[config.mk]
export PLATFORM = sky130hd
export DESIGN_NAME = at_response_matcher
export DESIGN_NICKNAME = d
export VERILOG_FILES = /design/src/atrm_pkg.sv /design/src/atrm_front.sv /design/src/atrm_back.sv /design/src/atrm_rsp_queue.sv /design/src/at_response_matcher.sv
export SDC_FILE = /design/constraint.sdc
export NUM_CORES = 1
export LEC_CHECK = 0
export ABC_AREA = 1
export ABC_CLOCK_PERIOD_IN_PS = 2850
export BUFFER_PORTS_ARGS = -buffer_cell sky130_fd_sc_hd__buf_2
export CORE_AREA = 4 4 161 163
export CTS_CLUSTER_SIZE = 25
export DETAILED_ROUTE_END_ITERATION = 16
export DIE_AREA = 0 0 165 167
export SLEW_MARGIN = 15
export SYNTH_ARGS = -nofsm -noshare
export SYNTH_HDL_FRONTEND = slang
export SYNTH_SLANG_ARGS = --single-unit
[constraint.sdc]
create_clock -name clock -period 2.85 [get_ports clock]
set_clock_uncertainty 0.2 [all_clocks]
set_input_delay 0.57 -clock clock [delete_from_list [all_inputs] [get_ports clock]]
set_output_delay 0.57 -clock clock [all_outputs]
set_load 0.02 [all_outputs]
[src/atrm_pkg.sv]
`timescale 1ns / 1ps
// ============================================================================
// atrm_pkg
// Shared types, constants and helper functions of the modem reply matcher.
// ============================================================================
package atrm_pkg;

   // Reply store size. The byte counter holds values up to BUFFER_SIZE-1.
   localparam int BUFFER_SIZE = 512;
   localparam int COUNT_W     = $clog2(BUFFER_SIZE);
   localparam int COUNT_MAX   = BUFFER_SIZE - 1;
   localparam int LEN_W       = 9;

   // Depth of the queues between the front, the back and the result port.
   localparam int QUEUE_DEPTH = 2;
   localparam int QPTR_W      = $clog2(QUEUE_DEPTH);
   localparam int QCNT_W      = $clog2(QUEUE_DEPTH + 1);

   localparam int WIN_DEPTH   = 9;
   localparam int TICK_W      = 16;

   // Command codes on the request channel.
   localparam logic [1:0] CMD_START = 2'd0;
   localparam logic [1:0] CMD_BYTE  = 2'd1;
   localparam logic [1:0] CMD_TICK  = 2'd2;

   // Seen flag bit positions.
   localparam int FLAG_OK    = 0;
   localparam int FLAG_ERROR = 1;
   localparam int FLAG_FAIL  = 2;
   localparam int FLAG_J1    = 3;
   localparam int FLAG_J2    = 4;
   localparam int FLAG_J3    = 5;
   localparam int FLAG_J4    = 6;
   localparam int FLAG_W     = 7;

   // Patterns, last character in the low byte, padded with zeros above.
   localparam logic [8*WIN_DEPTH-1:0] PAT_OK = {56'h0, "OK"};
   localparam logic [8*WIN_DEPTH-1:0] PAT_ERROR = {32'h0, "ERROR"};
   localparam logic [8*WIN_DEPTH-1:0] PAT_FAIL = {40'h0, "FAIL"};
   localparam logic [8*WIN_DEPTH-1:0] PAT_J1 = {8'h0, "+CWJAP:1"};
   localparam logic [8*WIN_DEPTH-1:0] PAT_J2 = {8'h0, "+CWJAP:2"};
   localparam logic [8*WIN_DEPTH-1:0] PAT_J3 = {8'h0, "+CWJAP:3"};
   localparam logic [8*WIN_DEPTH-1:0] PAT_J4 = {8'h0, "+CWJAP:4"};
   localparam logic [8*WIN_DEPTH-1:0] PAT_END_OK =
      {24'h0, 8'h0D, 8'h0A, "OK", 8'h0D, 8'h0A};
   localparam logic [8*WIN_DEPTH-1:0] PAT_END_ERROR =
      {8'h0D, 8'h0A, "ERROR", 8'h0D, 8'h0A};
   localparam logic [8*WIN_DEPTH-1:0] PAT_END_FAIL =
      {8'h0, 8'h0D, 8'h0A, "FAIL", 8'h0D, 8'h0A};

   typedef enum logic [2:0] {
      ST_OK           = 3'd0,
      ST_CMD_ERROR    = 3'd1,
      ST_TIMEOUT      = 3'd2,
      ST_BAD_PASSWORD = 3'd3,
      ST_NOT_FOUND    = 3'd4,
      ST_CONNECT_FAIL = 3'd5,
      ST_OVERFLOW     = 3'd6
   } status_type;

   typedef enum logic [1:0] {
      OP_START,
      OP_BYTE,
      OP_TICK,
      OP_NONE
   } op_type;

   // One classified transaction, as queued between front and back.
   typedef struct packed {
      op_type            op;
      logic [7:0]        rx_byte;
      logic              byte_zero;
      logic [TICK_W-1:0] timeout_ticks;
      logic              tmo_zero;
   } op_item_type;

   typedef struct packed {
      logic             done_res;
      status_type       status;
      logic [LEN_W-1:0] length;
   } result_type;

   typedef logic [WIN_DEPTH-1:0][7:0] window_type;

   // True when the newest len bytes of the window equal the pattern.
   function automatic logic ends_with(input window_type win,
                                      input logic [8*WIN_DEPTH-1:0] pat,
                                      input logic [3:0] len);
      logic hit;
      hit = 1'b1;
      for (int i = 0; i < WIN_DEPTH; i++) begin
         if ((4'(i) < len) && (win[i] != pat[8*i +: 8])) begin
            hit = 1'b0;
         end
      end
      return hit;
   endfunction

   function automatic status_type classify(input logic [FLAG_W-1:0] flags);
      status_type st;
      priority if (flags[FLAG_OK]) begin
         st = ST_OK;
      end else if (flags[FLAG_ERROR] || flags[FLAG_FAIL]) begin
         st = ST_CMD_ERROR;
      end else if (flags[FLAG_J1]) begin
         st = ST_TIMEOUT;
      end else if (flags[FLAG_J2]) begin
         st = ST_BAD_PASSWORD;
      end else if (flags[FLAG_J3]) begin
         st = ST_NOT_FOUND;
      end else if (flags[FLAG_J4]) begin
         st = ST_CONNECT_FAIL;
      end else begin
         st = ST_TIMEOUT;
      end
      return st;
   endfunction

endpackage

[src/atrm_front.sv]
`timescale 1ns / 1ps
// ============================================================================
// atrm_front
// Accepts request transactions, decodes the command and queues the
// classified transaction for the matcher back end.
// ============================================================================
module atrm_front
   import atrm_pkg::*;
(
   input  logic              clock,
   input  logic              reset,
   input  logic              req_push,
   output logic              req_full,
   input  logic [1:0]        req_cmd,
   input  logic [7:0]        req_rx_byte,
   input  logic [TICK_W-1:0] req_timeout_ticks,
   input  logic              item_deq,
   output logic              item_valid,
   output op_item_type       item
);

   op_item_type              qmem_ff [QUEUE_DEPTH];
   logic [QPTR_W-1:0]        wr_ptr_ff, wr_ptr_in;
   logic [QPTR_W-1:0]        rd_ptr_ff, rd_ptr_in;
   logic [QCNT_W-1:0]        count_ff, count_in;
   op_item_type              decoded;
   logic                     do_push;

   always_comb begin
      decoded.rx_byte       = req_rx_byte;
      decoded.byte_zero     = (req_rx_byte == 8'd0);
      decoded.timeout_ticks = req_timeout_ticks;
      decoded.tmo_zero      = (req_timeout_ticks == '0);
      unique case (req_cmd)
         CMD_START: decoded.op = OP_START;
         CMD_BYTE:  decoded.op = OP_BYTE;
         CMD_TICK:  decoded.op = OP_TICK;
         default:   decoded.op = OP_NONE;
      endcase
   end

   assign req_full   = (count_ff == QCNT_W'(QUEUE_DEPTH));
   assign do_push    = req_push && !req_full;
   assign item_valid = (count_ff != '0);
   assign item       = qmem_ff[rd_ptr_ff];

   always_comb begin
      wr_ptr_in = do_push ? wr_ptr_ff + QPTR_W'(1) : wr_ptr_ff;
      rd_ptr_in = item_deq ? rd_ptr_ff + QPTR_W'(1) : rd_ptr_ff;
      count_in  = count_ff + QCNT_W'(do_push) - QCNT_W'(item_deq);
   end

   always_ff @(posedge clock) begin
      if (do_push) begin
         qmem_ff[wr_ptr_ff] <= decoded;
      end
   end

   always_ff @(posedge clock) begin
      if (reset) begin
         wr_ptr_ff <= '0;
         rd_ptr_ff <= '0;
         count_ff  <= '0;
      end else begin
         wr_ptr_ff <= wr_ptr_in;
         rd_ptr_ff <= rd_ptr_in;
         count_ff  <= count_in;
      end
   end

endmodule

[src/atrm_back.sv]
`timescale 1ns / 1ps
// ============================================================================
// atrm_back
// Reply matcher state: recent-byte window, seen flags, counters, completion
// decision. Handles one queued transaction per cycle unless res_full is set.
// ============================================================================
module atrm_back
   import atrm_pkg::*;
(
   input  logic        clock,
   input  logic        reset,
   input  logic        item_valid,
   input  op_item_type item,
   output logic        item_deq,
   input  logic        res_full,
   output logic        res_wr,
   output result_type  res
);

   window_type          window_ff, window_in;
   logic [FLAG_W-1:0]   flags_ff, flags_in;
   logic [COUNT_W-1:0]  count_ff, count_in;
   logic [TICK_W-1:0]   elapsed_ff, elapsed_in;
   logic [TICK_W-1:0]   limit_ff, limit_in;
   logic                waiting_ff, waiting_in;
   logic                text_ended_ff, text_ended_in;

   window_type          shifted;
   logic [FLAG_W-1:0]   hits;
   logic                end_hit;
   logic [TICK_W-1:0]   elapsed_inc;

   assign item_deq = item_valid && !res_full;
   assign res_wr   = item_deq;

   assign shifted     = {window_ff[WIN_DEPTH-2:0], item.rx_byte};
   assign elapsed_inc = elapsed_ff + TICK_W'(1);

   always_comb begin
      hits[FLAG_OK]    = ends_with(shifted, PAT_OK, 4'd2);
      hits[FLAG_ERROR] = ends_with(shifted, PAT_ERROR, 4'd5);
      hits[FLAG_FAIL]  = ends_with(shifted, PAT_FAIL, 4'd4);
      hits[FLAG_J1]    = ends_with(shifted, PAT_J1, 4'd8);
      hits[FLAG_J2]    = ends_with(shifted, PAT_J2, 4'd8);
      hits[FLAG_J3]    = ends_with(shifted, PAT_J3, 4'd8);
      hits[FLAG_J4]    = ends_with(shifted, PAT_J4, 4'd8);
      end_hit = ends_with(shifted, PAT_END_OK, 4'd6) ||
                ends_with(shifted, PAT_END_ERROR, 4'd9) ||
                ends_with(shifted, PAT_END_FAIL, 4'd8);
   end

   always_comb begin
      window_in     = window_ff;
      flags_in      = flags_ff;
      count_in      = count_ff;
      elapsed_in    = elapsed_ff;
      limit_in      = limit_ff;
      waiting_in    = waiting_ff;
      text_ended_in = text_ended_ff;
      res.done_res  = 1'b0;
      res.status    = ST_OK;
      if (item_deq) begin
         unique case (item.op)
            OP_START: begin
               window_in     = '0;
               flags_in      = '0;
               count_in      = '0;
               elapsed_in    = '0;
               limit_in      = item.timeout_ticks;
               text_ended_in = 1'b0;
               waiting_in    = !item.tmo_zero;
               if (item.tmo_zero) begin
                  res.done_res = 1'b1;
                  res.status   = ST_TIMEOUT;
               end
            end
            OP_BYTE: begin
               if (waiting_ff) begin
                  if (count_ff == COUNT_W'(COUNT_MAX)) begin
                     waiting_in   = 1'b0;
                     res.done_res = 1'b1;
                     res.status   = ST_OVERFLOW;
                  end else begin
                     count_in      = count_ff + COUNT_W'(1);
                     window_in     = shifted;
                     text_ended_in = text_ended_ff || item.byte_zero;
                     // Once a zero byte has been seen, matching stays frozen.
                     if (!text_ended_in) begin
                        flags_in = flags_ff | hits;
                        if (end_hit) begin
                           waiting_in   = 1'b0;
                           res.done_res = 1'b1;
                           res.status   = classify(flags_in);
                        end
                     end
                  end
               end
            end
            OP_TICK: begin
               if (waiting_ff) begin
                  elapsed_in = elapsed_inc;
                  if (elapsed_inc >= limit_ff) begin
                     waiting_in   = 1'b0;
                     res.done_res = 1'b1;
                     res.status   = classify(flags_ff);
                  end
               end
            end
            OP_NONE: begin
            end
         endcase
      end
      res.length = LEN_W'(count_in);
   end

   always_ff @(posedge clock) begin
      if (reset) begin
         window_ff     <= '0;
         flags_ff      <= '0;
         count_ff      <= '0;
         elapsed_ff    <= '0;
         limit_ff      <= '0;
         waiting_ff    <= 1'b0;
         text_ended_ff <= 1'b0;
      end else begin
         window_ff     <= window_in;
         flags_ff      <= flags_in;
         count_ff      <= count_in;
         elapsed_ff    <= elapsed_in;
         limit_ff      <= limit_in;
         waiting_ff    <= waiting_in;
         text_ended_ff <= text_ended_in;
      end
   end

endmodule

[src/atrm_rsp_queue.sv]
`timescale 1ns / 1ps
// ============================================================================
// atrm_rsp_queue
// Result queue in front of the response port; lets the matcher run on
// while a finished result waits to be popped.
// ============================================================================
module atrm_rsp_queue
   import atrm_pkg::*;
(
   input  logic             clock,
   input  logic             reset,
   input  logic             res_wr,
   input  result_type       res,
   output logic             res_full,
   output logic             rsp_empty,
   input  logic             rsp_pop,
   output logic             rsp_done_res,
   output logic [2:0]       rsp_status,
   output logic [LEN_W-1:0] rsp_length
);

   result_type          qmem_ff [QUEUE_DEPTH];
   logic [QPTR_W-1:0]   wr_ptr_ff, wr_ptr_in;
   logic [QPTR_W-1:0]   rd_ptr_ff, rd_ptr_in;
   logic [QCNT_W-1:0]   count_ff, count_in;
   logic                do_pop;
   result_type          head;

   assign res_full  = (count_ff == QCNT_W'(QUEUE_DEPTH));
   assign rsp_empty = (count_ff == '0);
   assign do_pop    = rsp_pop && !rsp_empty;

   assign head         = qmem_ff[rd_ptr_ff];
   assign rsp_done_res = head.done_res;
   assign rsp_status   = head.status;
   assign rsp_length   = head.length;

   always_comb begin
      wr_ptr_in = res_wr ? wr_ptr_ff + QPTR_W'(1) : wr_ptr_ff;
      rd_ptr_in = do_pop ? rd_ptr_ff + QPTR_W'(1) : rd_ptr_ff;
      count_in  = count_ff + QCNT_W'(res_wr) - QCNT_W'(do_pop);
   end

   always_ff @(posedge clock) begin
      if (res_wr) begin
         qmem_ff[wr_ptr_ff] <= res;
      end
   end

   always_ff @(posedge clock) begin
      if (reset) begin
         wr_ptr_ff <= '0;
         rd_ptr_ff <= '0;
         count_ff  <= '0;
      end else begin
         wr_ptr_ff <= wr_ptr_in;
         rd_ptr_ff <= rd_ptr_in;
         count_ff  <= count_in;
      end
   end

endmodule

[src/at_response_matcher.sv]
`timescale 1ns / 1ps
// ============================================================================
// at_response_matcher
// Modem reply matcher: counts received bytes, matches the recent-byte
// window against reply patterns and reports when and how a reply ends.
//
//   Channel   Direction  Handshake        Fields
//   req_      in         push / full      cmd, rx_byte, timeout_ticks
//   rsp_      out        empty / pop      done_res, status, length
//
// One transaction per cycle sustained while results are popped; a request
// passes through the front queue, then the matcher writes its result into
// the result queue, from which it is popped. The matcher window compare is
// combinational. Reset clears both queues and all matcher state.
// full rises when the front queue holds two transactions; the matcher stops
// while the result queue is full, so a stalled pop backs up to the input.
// ============================================================================
module at_response_matcher
   import atrm_pkg::*;
(
   input  logic              clock,
   input  logic              reset,
   input  logic              req_push,
   output logic              req_full,
   input  logic [1:0]        req_cmd,
   input  logic [7:0]        req_rx_byte,
   input  logic [TICK_W-1:0] req_timeout_ticks,
   output logic              rsp_empty,
   input  logic              rsp_pop,
   output logic              rsp_done_res,
   output logic [2:0]        rsp_status,
   output logic [LEN_W-1:0]  rsp_length
);

   logic        item_valid;
   logic        item_deq;
   op_item_type item;
   logic        res_wr;
   logic        res_full;
   result_type  res;

   atrm_front u_front (
      .clock             (clock),
      .reset             (reset),
      .req_push          (req_push),
      .req_full          (req_full),
      .req_cmd           (req_cmd),
      .req_rx_byte       (req_rx_byte),
      .req_timeout_ticks (req_timeout_ticks),
      .item_deq          (item_deq),
      .item_valid        (item_valid),
      .item              (item)
   );

   atrm_back u_back (
      .clock      (clock),
      .reset      (reset),
      .item_valid (item_valid),
      .item       (item),
      .item_deq   (item_deq),
      .res_full   (res_full),
      .res_wr     (res_wr),
      .res        (res)
   );

   atrm_rsp_queue u_rsp_queue (
      .clock        (clock),
      .reset        (reset),
      .res_wr       (res_wr),
      .res          (res),
      .res_full     (res_full),
      .rsp_empty    (rsp_empty),
      .rsp_pop      (rsp_pop),
      .rsp_done_res (rsp_done_res),
      .rsp_status   (rsp_status),
      .rsp_length   (rsp_length)
   );

endmodule

---- Yosys cells after proc, flatten, opt, wreduce, memory -nomap -nowiden ----
Memory sizes are Yosys's and may differ from the RTL's. A register that Yosys moved wholly into a read port is not among the register bits.
Index checks and enable logic that the tools add are counted.
word-level totals
  bits in registers ....................... 122
  latch bits .............................. 0
  bits in writable memories ............... 82
  ROM bits ................................ 0
  input port bits ......................... 30
  output and inout port bits .............. 15
  logic and storage cells ................. 224
  memories ................................ 2
operators by class
  add/subtract/negate cells ............... 10
  multiply operators ...................... 0
  divide/modulo/power cells ............... 0
  order comparisons ....................... 1
  equality and inequality tests ........... 49
  shift operators ......................... 0
  muxes and demuxes ....................... 115
  bitwise operators ....................... 1
  reduce and logical (&&, ||, !) cells .... 26
memories
  memory               words  width  read ports  clocked after memory_dff  wr ports  RTL line              source
  u_front.qmem_ff      2      28     1           1                         1         atrm_front.sv:22      op_item_type qmem_ff [QUEUE_DEPTH];
  u_rsp_queue.qmem_ff  2      13     1           1                         1         atrm_rsp_queue.sv:22  result_type qmem_ff [QUEUE_DEPTH];
operators with widths
  kind                                                   number
  inequality test 8 x 7 -> 1 bit, second input constant  24
  2-to-1 mux 64 bit                                      2
  case mux 64 bit (2 select lines)                       1
  2-to-1 mux 1 bit                                       78
  inequality test 8 x 4 -> 1 bit, second input constant  8
  inequality test 8 x 6 -> 1 bit, second input constant  6
  2-to-1 mux 3 bit                                       12
  2-to-1 mux 4 bit                                       8
  case mux 16 bit (2 select lines)                       1
  2-to-1 mux 9 bit                                       3
  2-to-1 mux 7 bit                                       3
  case mux 9 bit (2 select lines)                        1
  adder 16 x 1 -> 16 bit, second input constant          1
  >= comparator 16 bit                                   1
  logical NOT 16 bit                                     1
  2-to-1 mux 16 bit                                      1
  case mux 7 bit (2 select lines)                        1
  case mux 4 bit (3 select lines)                        1
  adder 9 x 1 -> 9 bit, second input constant            1
  equality test 9 bit, second input constant             1
  equality test 2 bit, second input constant             4
  logical NOT 8 bit                                      1
  bitwise OR 7 bit                                       1
  logical NOT 2 bit                                      3
  other kinds (18)                                       38

---- Longest topological paths before layout ----
Gate-level depths: netlist of the first run.
  depth in word-level cells ............... 22
  gate-level depth with buffers ........... 20
  gate-level depth less buffers ........... 20

---- Cells and area by module ----
From an unflattened synthesis of the first run, not the netlist that was laid out.
second synthesis, totals
  cells, all modules ...................... 1,165
  area, all modules ....................... 10,263.6 µm²
by module, submodules not included
  module          times used  cells each  area an instance (µm²)  sequential area each (µm²)
  atrm_back       1           931         6,547.5                 2,282.2
  atrm_front      1           157         2,497.4                 1,781.7
  atrm_rsp_queue  1           77          1,218.7                 880.8

---- Worst setup path before layout of the first run ----
Ideal clock, no wire load.
  path type ............................... register -> register
  start ................................... register u_back.elapsed_ff[0]
  end ..................................... memory u_rsp_queue.qmem_ff[0][9] in the netlist's numbering, data pin
  library setup time ...................... 0.157 ns
  arrival ................................. 2.532 ns
  required time ........................... 2.493 ns
  slack ................................... -0.039 ns
  cell stages (with the launch flop) ...... 21
  path buffers ............................ 0
  period minus slack after synthesis ...... 2.889 ns
  cells stage by stage .................... dfxtp_1 ha_1 nand2_1 nor2_1 nand2_1 nor2_1 inv_1 nor2_1 nand2_1 xor2_1 ha_1 nand2_1 inv_1 nand3_1 nor3_1 nand3_1 nand3_1 nand2_1 nor2_1 o21ai_0 a21oi_1
RTL lines
  element                 RTL line              source
  start, declared         atrm_back.sv:23       logic [TICK_W-1:0] elapsed_ff, elapsed_in;
  start signal, assigned  atrm_back.sv:129      elapsed_ff <= elapsed_in;
  end, declared           atrm_rsp_queue.sv:22

==> results of run 1 <==
==> final timing paths <==
check | slack, ns | cells past startpoint | from | end
worst min-delay path | 0.04 | 1 | req_cmd[0] | u_front.qmem_ff[0][26]
worst max-delay path | -0.13 | 19 | u_back.elapsed_ff[1] | u_rsp_queue.qmem_ff[1][9]
worst max register to register | -0.13 | 19 | u_back.elapsed_ff[1] | u_rsp_queue.qmem_ff[1][9]
worst min register to register | 0.25 | 1 | u_front.rd_ptr_ff | flop
==> metal layers <==
metal | track usage, % | vias up | part of all wire (%)
li1 | - | 4089 | -
met1 | 25.3 | 3583 | 50
met2 | 24.4 | 193 | 43
met3 | 2.00 | 21 | 5.3
met4 | 3.47 | 0 | 1.4
met5 | 0 | - | 0
==> logic make-up (layout without fill, tap and decap cells) <==
group | count (synthesis) | in the layout | share of synthesized area [%]
flops | 206 | 206 | 51.1
mux | 13 | 13 | 1.51
simple gates | 482 | 482 | 21.2
buf+inv | 183 | 291 | 7.67
compound gates | 237 | 237 | 13.8
xor+xnor | 15 | 15 | 1.36
fa+ha+maj | 26 | 26 | 3.36
==> cell type report <==
class	instances	area [sq um]	area share, %
multi-input combinational	773	4150	35.7
tap	324	405	3.49
clock buffer	25	604	5.20
clock inverter	19	221	1.91
timing repair buffer	110	766	6.59
inverter	137	514	4.43
sequential	206	4950	42.6
==> registers in the layout (all words and copies together) (netlist names), named ones only <==
signal and flops:
u_back.shifted 64, u_front.qmem_ff 56, u_rsp_queue.qmem_ff 26, u_back.elapsed_ff 16
u_back.limit_ff 16, u_back.count_ff 9, u_back.flags_ff 7, u_front.count_ff 2
u_rsp_queue.count_ff 2, u_back.text_ended_ff 1, u_back.waiting_ff 1, u_front.rd_ptr_ff 1
u_front.wr_ptr_ff 1, u_rsp_queue.rd_ptr_ff 1, u_rsp_queue.wr_ptr_ff 1
==> stage by stage <==
stage | cell area (sq um) | worst slack [ns] | TNS [ns]
3_3_place_gp | 10500 | -0.175 | -1.15
6_report | 11600 | -0.134 | -0.775
2_1_floorplan | 9680 | 0.00586 | 0
3_5_place_dp | 10500 | -0.249 | -1.64
5_1_grt | 11600 | -0.374 | -4.62
4_1_cts | 11400 | -0.161 | -1.20
==> power by group <==
part,internal [W],total (W),switching (W)
Combinational,0.00124,0.00346,0.00222
Clock,0.00191,0.00314,0.00123
Sequential,0.00376,0.00422,0.000458
==> timing repair <==
| item | CTS | global route |
|---|---|---|
| pin swaps | 14 | 28 |
| cloned | 0 | 0 |
| hold buffers | 0 | 0 |
| buffers inserted | 5 | 7 |
| setup endpoints to repair | 9 | 82 |
| gates resized for setup | 10 | 35 |
| hold endpoints to repair | 0 | 0 |
==> cells in the final DEF (no fill, tap or decap), types with 21 or more instances in the layout <==
cell type	Yosys	final
a21oi_1	102	98
nand4_1	21	21
nand3_1	53	50
dfxtp_1	124	120
nor2_1	160	153
ha_1	26	23
clkbuf_16	0	24
a211oi_1	33	33
edfxtp_1	82	82
o21ai_0	68	64
inv_1	133	130
buf_4	5	62
nand2_1	204	198
buf_2	5	44
==> impl_metrics.json, run 1 <==
{
  "first_iter_violations": 472,
  "cpLargestDelayFamily": "simple AND/OR/NAND/NOR gates",
  "vias": 7886,
  "num_io_pins": 45,
  "cap_violations": 0,
  "rsz0062_at_grt": "true",
  "yosysMostFrequentCell": "nand2_1",
  "synth_edf_count": 82,
  "cts.sinks": 206,
  "clock_latency_ns": 0.52,
  "place_inst": 1538,
  "clk_path_buf_depth": 3,
  "crit_path_cell_trace": "ha_4 -> nand2_4 -> nor2_4 -> nand2_2 -> nor2_4 -> nand2_2 -> nor3_2 -> nand3_1 -> xor2_1 -> inv_1 -> ha_4 -> nand3_4 -> nor3_4 -> nand3_1 -> nand3_2 -> nand2_2 -> nor2_1 -> o21ai_1 -> a21oi_2",
  "fin_nets": 1308,
  "wire_per_inst_um": 14.2,
  "timing_worst_setup_path_type": "reg2reg",
  "leakage_nw": 4.80,
  "cpPeakStageDelay_ns": 0.37,
  "postLayoutCoreUtil_pct": 47.8,
  "synthTopCellsByArea": "dfxtp_1 26%, edfxtp_1 25%, nand2_1 7.9%",
  "ant_nets": 0,
  "grt_pass1_wl_mm": 37.3,
  "core_region_area_sq_mm": 0.0243,
  "numCtsBuffers": 24,
  "drive_gt1_share_pct": 16.9,
  "fin_crit_ns": 2.98,
  "ir_drop_mv": 0.613,
  "ys.warnings.count": 0,
  "hold_path_class": "in2reg",
  "die_w_um": 165,
  "drt_wl_total_mm": 22.6,
  "cp.required_ns": 3.02,
  "grt_max_degree": 67,
  "yosysUniqueCellTypes": 42,
  "row_count": 57,
  "power_w": 0.0108,
  "critPathArrivalTime_ns": 3.15,
  "cpMaxStageDelayCell": "dfxtp_4",
  "clk_pin_slew_ns": 0.06,
  "worst_pin_slew_ns": 0.809,
  "pwr_density_cell_mw_per_mm2": 931,
  "cts_tree": "yes",
  "status": "finished, violations left",
  "dieArea_sq_mm": 0.0276,
  "synthCells": 1162,
  "dp_hpwl_mm": 15.4,
  "end_kind": "flop",
  "gp_congestion": 0.877,
  "avgSynthCellArea_sq_um": 8.33,
  "slew_viol_final": 0,
  "start_util_pct": 39.8,
  "yosys-top-cells-count": "204 x nand2_1, 160 x nor2_1, 133 x inv_1",
  "final.setup.worst_slack_ns": -0.134,
  "ys.flop_type": "dfxtp_1",
  "drc": 0,
  "crit_fanout": 4,
  "htree_levels": 1,
  "synth_nets": 1218,
  "period_share_pct": 105,
  "antenna_found_initial": 0,
  "io_buffers": 44,
  "syn_to_final_growth_pct": 20.1,
  "hold_viol": 0,
  "grt-ovfl-total": 0,
  "clockRootBuffer": "clkbuf_16",
  "startpoint_type": "flop",
  "fmax_mhz": 335,
  "finalSetupViolCount": 9,
  "post-synth-top-area-fraction_pct": 25.7,
  "die_h_um": 167,
  "synth-seq-cells": 206,
  "firstDrtPassIters": 5,
  "cpMostUsedCell": "nand2_2",
  "whs_ns": 0.0437,
  "violations": "negative setup slack",
  "grt_pass1_vias": 7376,
  "antenna_cells": 0,
  "layout.cells.non_filler": 1594,
  "async_reset_ff_share_pct": 0,
  "cp_num_buf_inv": 1,
  "synth_area_sq_mm": 0.00967,
  "yosys.area.top_type": "dfxtp_1",
  "grt_usage_pct": 16.3,
  "vias_per_cell": 4.95,
  "slew_headroom_pct": 46.1,
  "ys_seq_area_share_pct": 51.1,
  "fillCellCount": 2348
}
No activity file was read; power rests on OpenSTA's default activity.
==> inputs of run 2 (changes only) <==
--- a/config.mk
+++ b/config.mk
@@ -5,13 +5,12 @@
 export SDC_FILE = /design/constraint.sdc
 export NUM_CORES = 1
 export LEC_CHECK = 0
-export ABC_AREA = 1
-export ABC_CLOCK_PERIOD_IN_PS = 2850
+export ABC_CLOCK_PERIOD_IN_PS = 3400
 export BUFFER_PORTS_ARGS = -buffer_cell sky130_fd_sc_hd__buf_2
-export CORE_AREA = 4 4 161 163
+export CORE_AREA = 4 4 158 160
 export CTS_CLUSTER_SIZE = 25
 export DETAILED_ROUTE_END_ITERATION = 16
-export DIE_AREA = 0 0 165 167
+export DIE_AREA = 0 0 162 164
 export SLEW_MARGIN = 15
 export SYNTH_ARGS = -nofsm -noshare
 export SYNTH_HDL_FRONTEND = slang
==> constraint.sdc (replaced) <==
create_clock -name clock -period 3.4 [get_ports clock]
set_clock_uncertainty 0.2 [all_clocks]
set_input_delay 0.68 -clock clock [delete_from_list [all_inputs] [get_ports clock]]
set_output_delay 0.68 -clock clock [all_outputs]
set_load 0.02 [all_outputs]
==> run 2 against run 1 <==
- the run now ends clean
- power fell by 35%
- largest power group unchanged
- die area decreased by 3.6%
- worst setup slack better by 0.29 ns
- critical endpoint is now u_back.waiting_ff
==> impl_metrics.json, run 2 <==
{
  "status": "finished, final reports clean",
  "ant_nets": 0,
  "cap_violations": 0,
  "cts.sinks": 206,
  "slew_viol_final": 0,
  "worstReg2RegStart": "u_back.elapsed_ff[2]",
  "grt_usage_pct": 16.0,
  "core_region_area_sq_mm": 0.0234,
  "p_sw_share_pct": 31.2,
  "post-synth-top-area-fraction_pct": 26.7,
  "ys.flop_type": "dfxtp_1",
  "startpoint_type": "flop",
  "p_comb_share_pct": 25.1,
  "async_reset_ff_share_pct": 0,
  "synth-seq-cells": 206,
  "num_io_pins": 45,
  "p_sw_w": 0.00221,
  "cp.required_ns": 3.63,
  "grt_util_met2_pct": 23.9,
  "yosysUniqueCellTypes": 64,
  "synthCells": 947,
  "synth_area_sq_mm": 0.00931,
  "synthTopCellsByArea": "dfxtp_1 27%, edfxtp_1 26%, a21oi_1 4.5%",
  "clock_latency_ns": 0.50,
  "first_iter_violations": 490,
  "die_h_um": 164,
  "htree_levels": 1,
  "dp_hpwl_mm": 14.8,
  "avgSynthCellArea_sq_um": 9.83,
  "antenna_found_initial": 0,
  "min_to": "u_front.qmem_ff[1][2]",
  "dpl-instance-area_sq_mm": 0.0100,
  "hold_viol": 0,
  "syn_to_final_growth_pct": 15.6,
  "dp_slack_ns": -0.00902,
  "seqPwrFrac_pct": 43.0,
  "finalSetupViolCount": 0,
  "power_w": 0.00709,
  "final_cell_mix": "121 x dfxtp_1, 96 x nand2_1, 84 x a21oi_1, 82 x nand3_1, 82 x edfxtp_1",
  "grt.busiest_layer": "met1",
  "period_share_pct": 95.4,
  "grt-ovfl-total": 0,
  "fin_tns_setup_ns": 0,
  "slew_headroom_pct": 56.7,
  "wire_per_inst_um": 16.1,
  "timing_worst_setup_path_type": "reg2reg",
  "drive_gt1_share_pct": 15.0,
  "holdPathStages": 1,
  "fmax_mhz": 308,
  "leakage_nw": 3.76,
  "fin_crit_ns": 3.24,
  "worst_pin_slew_ns": 0.640,
  "firstDrtPassIters": 4,
  "grt_pass1_vias": 6699,
  "yosysMostFrequentCell": "dfxtp_1",
  "largest_reg_flops": 64,
  "ir_drop_mv": 0.333,
  "fin_nets": 1052,
  "synth_edf_count": 82,
  "row_count": 56,
  "start_util_pct": 39.8,
  "grt_use_met3_pct": 2.21,
  "hp-start": "req_timeout_ticks[1]",
  "io_buffers": 44,
  "grt_pass1_wl_mm": 35.2,
  "clk_pin_slew_ns": 0.06,
  "critPathArrivalTime_ns": 3.47,
  "final_area_sq_mm": 0.0108,
  "vias": 7170,
  "grt_max_degree": 60,
  "whs_ns": 0.180,
  "die_w_um": 162,
  "ys_seq_area_share_pct": 53.1,
  "intPower_w": 0.00488,
  "dieArea_sq_mm": 0.0266,
  "drt_wl_total_mm": 21.4,
  "synth_nets": 1003,
  "cts_hold_buf": 0,
  "use_met1_pct": 24.6,
  "cts_tree": "yes",
  "clockRootBuffer": "clkbuf_16",
  "vias_per_cell": 5.38,
  "end_kind": "flop",
  "hold_path_class": "in2reg",
  "gp_congestion": 0.846,
  "yosys-top-cells-count": "124 x dfxtp_1, 97 x nand2_1, 84 x a21oi_1",
  "drc": 0,
  "worst_r2r_path_depth": 15,
  "crit_fanout": 4,
  "clock_power_share_pct": 31.9,
  "numCtsBuffers": 23,
  "ys.warnings.count": 0,
  "final.setup.worst_slack_ns": 0.155,
  "final_common_cell": "dfxtp_1",
  "clk_path_buf_depth": 3,
  "pwr_density_cell_mw_per_mm2": 659,
  "rrSetupSlack_ns": 0.16,
  "antenna_cells": 0,
  "crit-reg2reg-capture": "u_back.waiting_ff",
  "yosys.area.top_type": "dfxtp_1"
}
## run 2: metal layers
metal / part of all wire [%] / vias up
met5: 0 / -
met4: 1.3 / 0
met3: 4.8 / 23
met2: 43 / 144
met1: 50 / 3422
li1: - / 3581
## run 2: power by group through the flow
| stage | combinational, W | sequential, W | clock (W) |
|---|---|---|---|
| after detailed placement | 0.00177 | 0.00310 | 0 |
| after floorplan | 0.00125 | 0.00304 | 0 |
| after global placement | 0.00176 | 0.00309 | 0 |
| after global routing | 0.00198 | 0.00308 | 0.00243 |
| after CTS | 0.00178 | 0.00305 | 0.00232 |
| final | 0.00178 | 0.00304 | 0.00226 |
## run 2: worst max path at each step
| stage | start | endpoint | slack [ns] | cells past startpoint |
|---|---|---|---|---|
| 6_report | u_back.elapsed_ff[2] | u_back.waiting_ff | 0.16 | 15 |
| 5_1_grt | u_back.elapsed_ff[2] | u_rsp_queue.qmem_ff[1][9] | -0.03 | 15 |
| 4_1_cts | u_back.elapsed_ff[1] | u_back.waiting_ff | 0.009 | 15 |
| 3_5_place_dp | u_back.elapsed_ff[1] | u_back.waiting_ff | -0.009 | 15 |
| 3_3_place_gp | u_back.elapsed_ff[0] | u_back.waiting_ff | -0.01 | 15 |
| 2_1_floorplan | flop | u_back.shifted[63] | 0.03 | 15 |
## run 2: critical path, cell delays in order (launching register included)
cell	delay, ns
dfxtp_1	0.36
nand3_2	0.11
nor2_2	0.15
and3_4	0.21
nand3_1	0.11
xnor2_2	0.16
ha_1	0.30
a21o_1	0.17
a21oi_1	0.15
nor2b_1	0.07
a2111oi_2	0.32
buf_4	0.15
o21ai_1	0.06
buf_4	0.15
or3_1	0.33
a31oi_1	0.17
## run 2: cell families (layout without fill, tap and decap cells)
family	count (synthesis)	count (layout)	share of synthesized area, %
adders and majority gates	26	26	3.50
xor gates and xnor gates	22	22	2.07
and+or+nand+nor	405	405	22.8
DFF	206	206	53.1
muxes	23	23	2.72
buffers and inverters	83	149	3.43
AOI/OAI and AO/OA	182	182	12.3
## run 2: stage by stage
stage	cells	util, %
floorplan	947	-
global placement	1289	42.8
detailed placement	1289	42.8
CTS	1331	45.8
global route	1332	46.0
finish	1332	46.0
## run 2: cell type report
| cell class | count | area (sq um) |
|---|---|---|
| Clock buffer | 33 | 643 |
| Timing Repair Buffer | 79 | 510 |
| Tap cell | 319 | 399 |
| Clock inverter | 9 | 46.3 |
| Multi-Input combinational cell | 658 | 4100 |
| Fill cell | 2284 | 12600 |
| Sequential cell | 206 | 4950 |
| Inverter | 28 | 105 |
## run 2: timing repair
| item | CTS | global route |
|---|---|---|
| setup buffers | 0 | 1 |
| pin swaps | 0 | 2 |
| endpoints found under the setup margin | 3 | 9 |
| gates resized for setup | 2 | 11 |
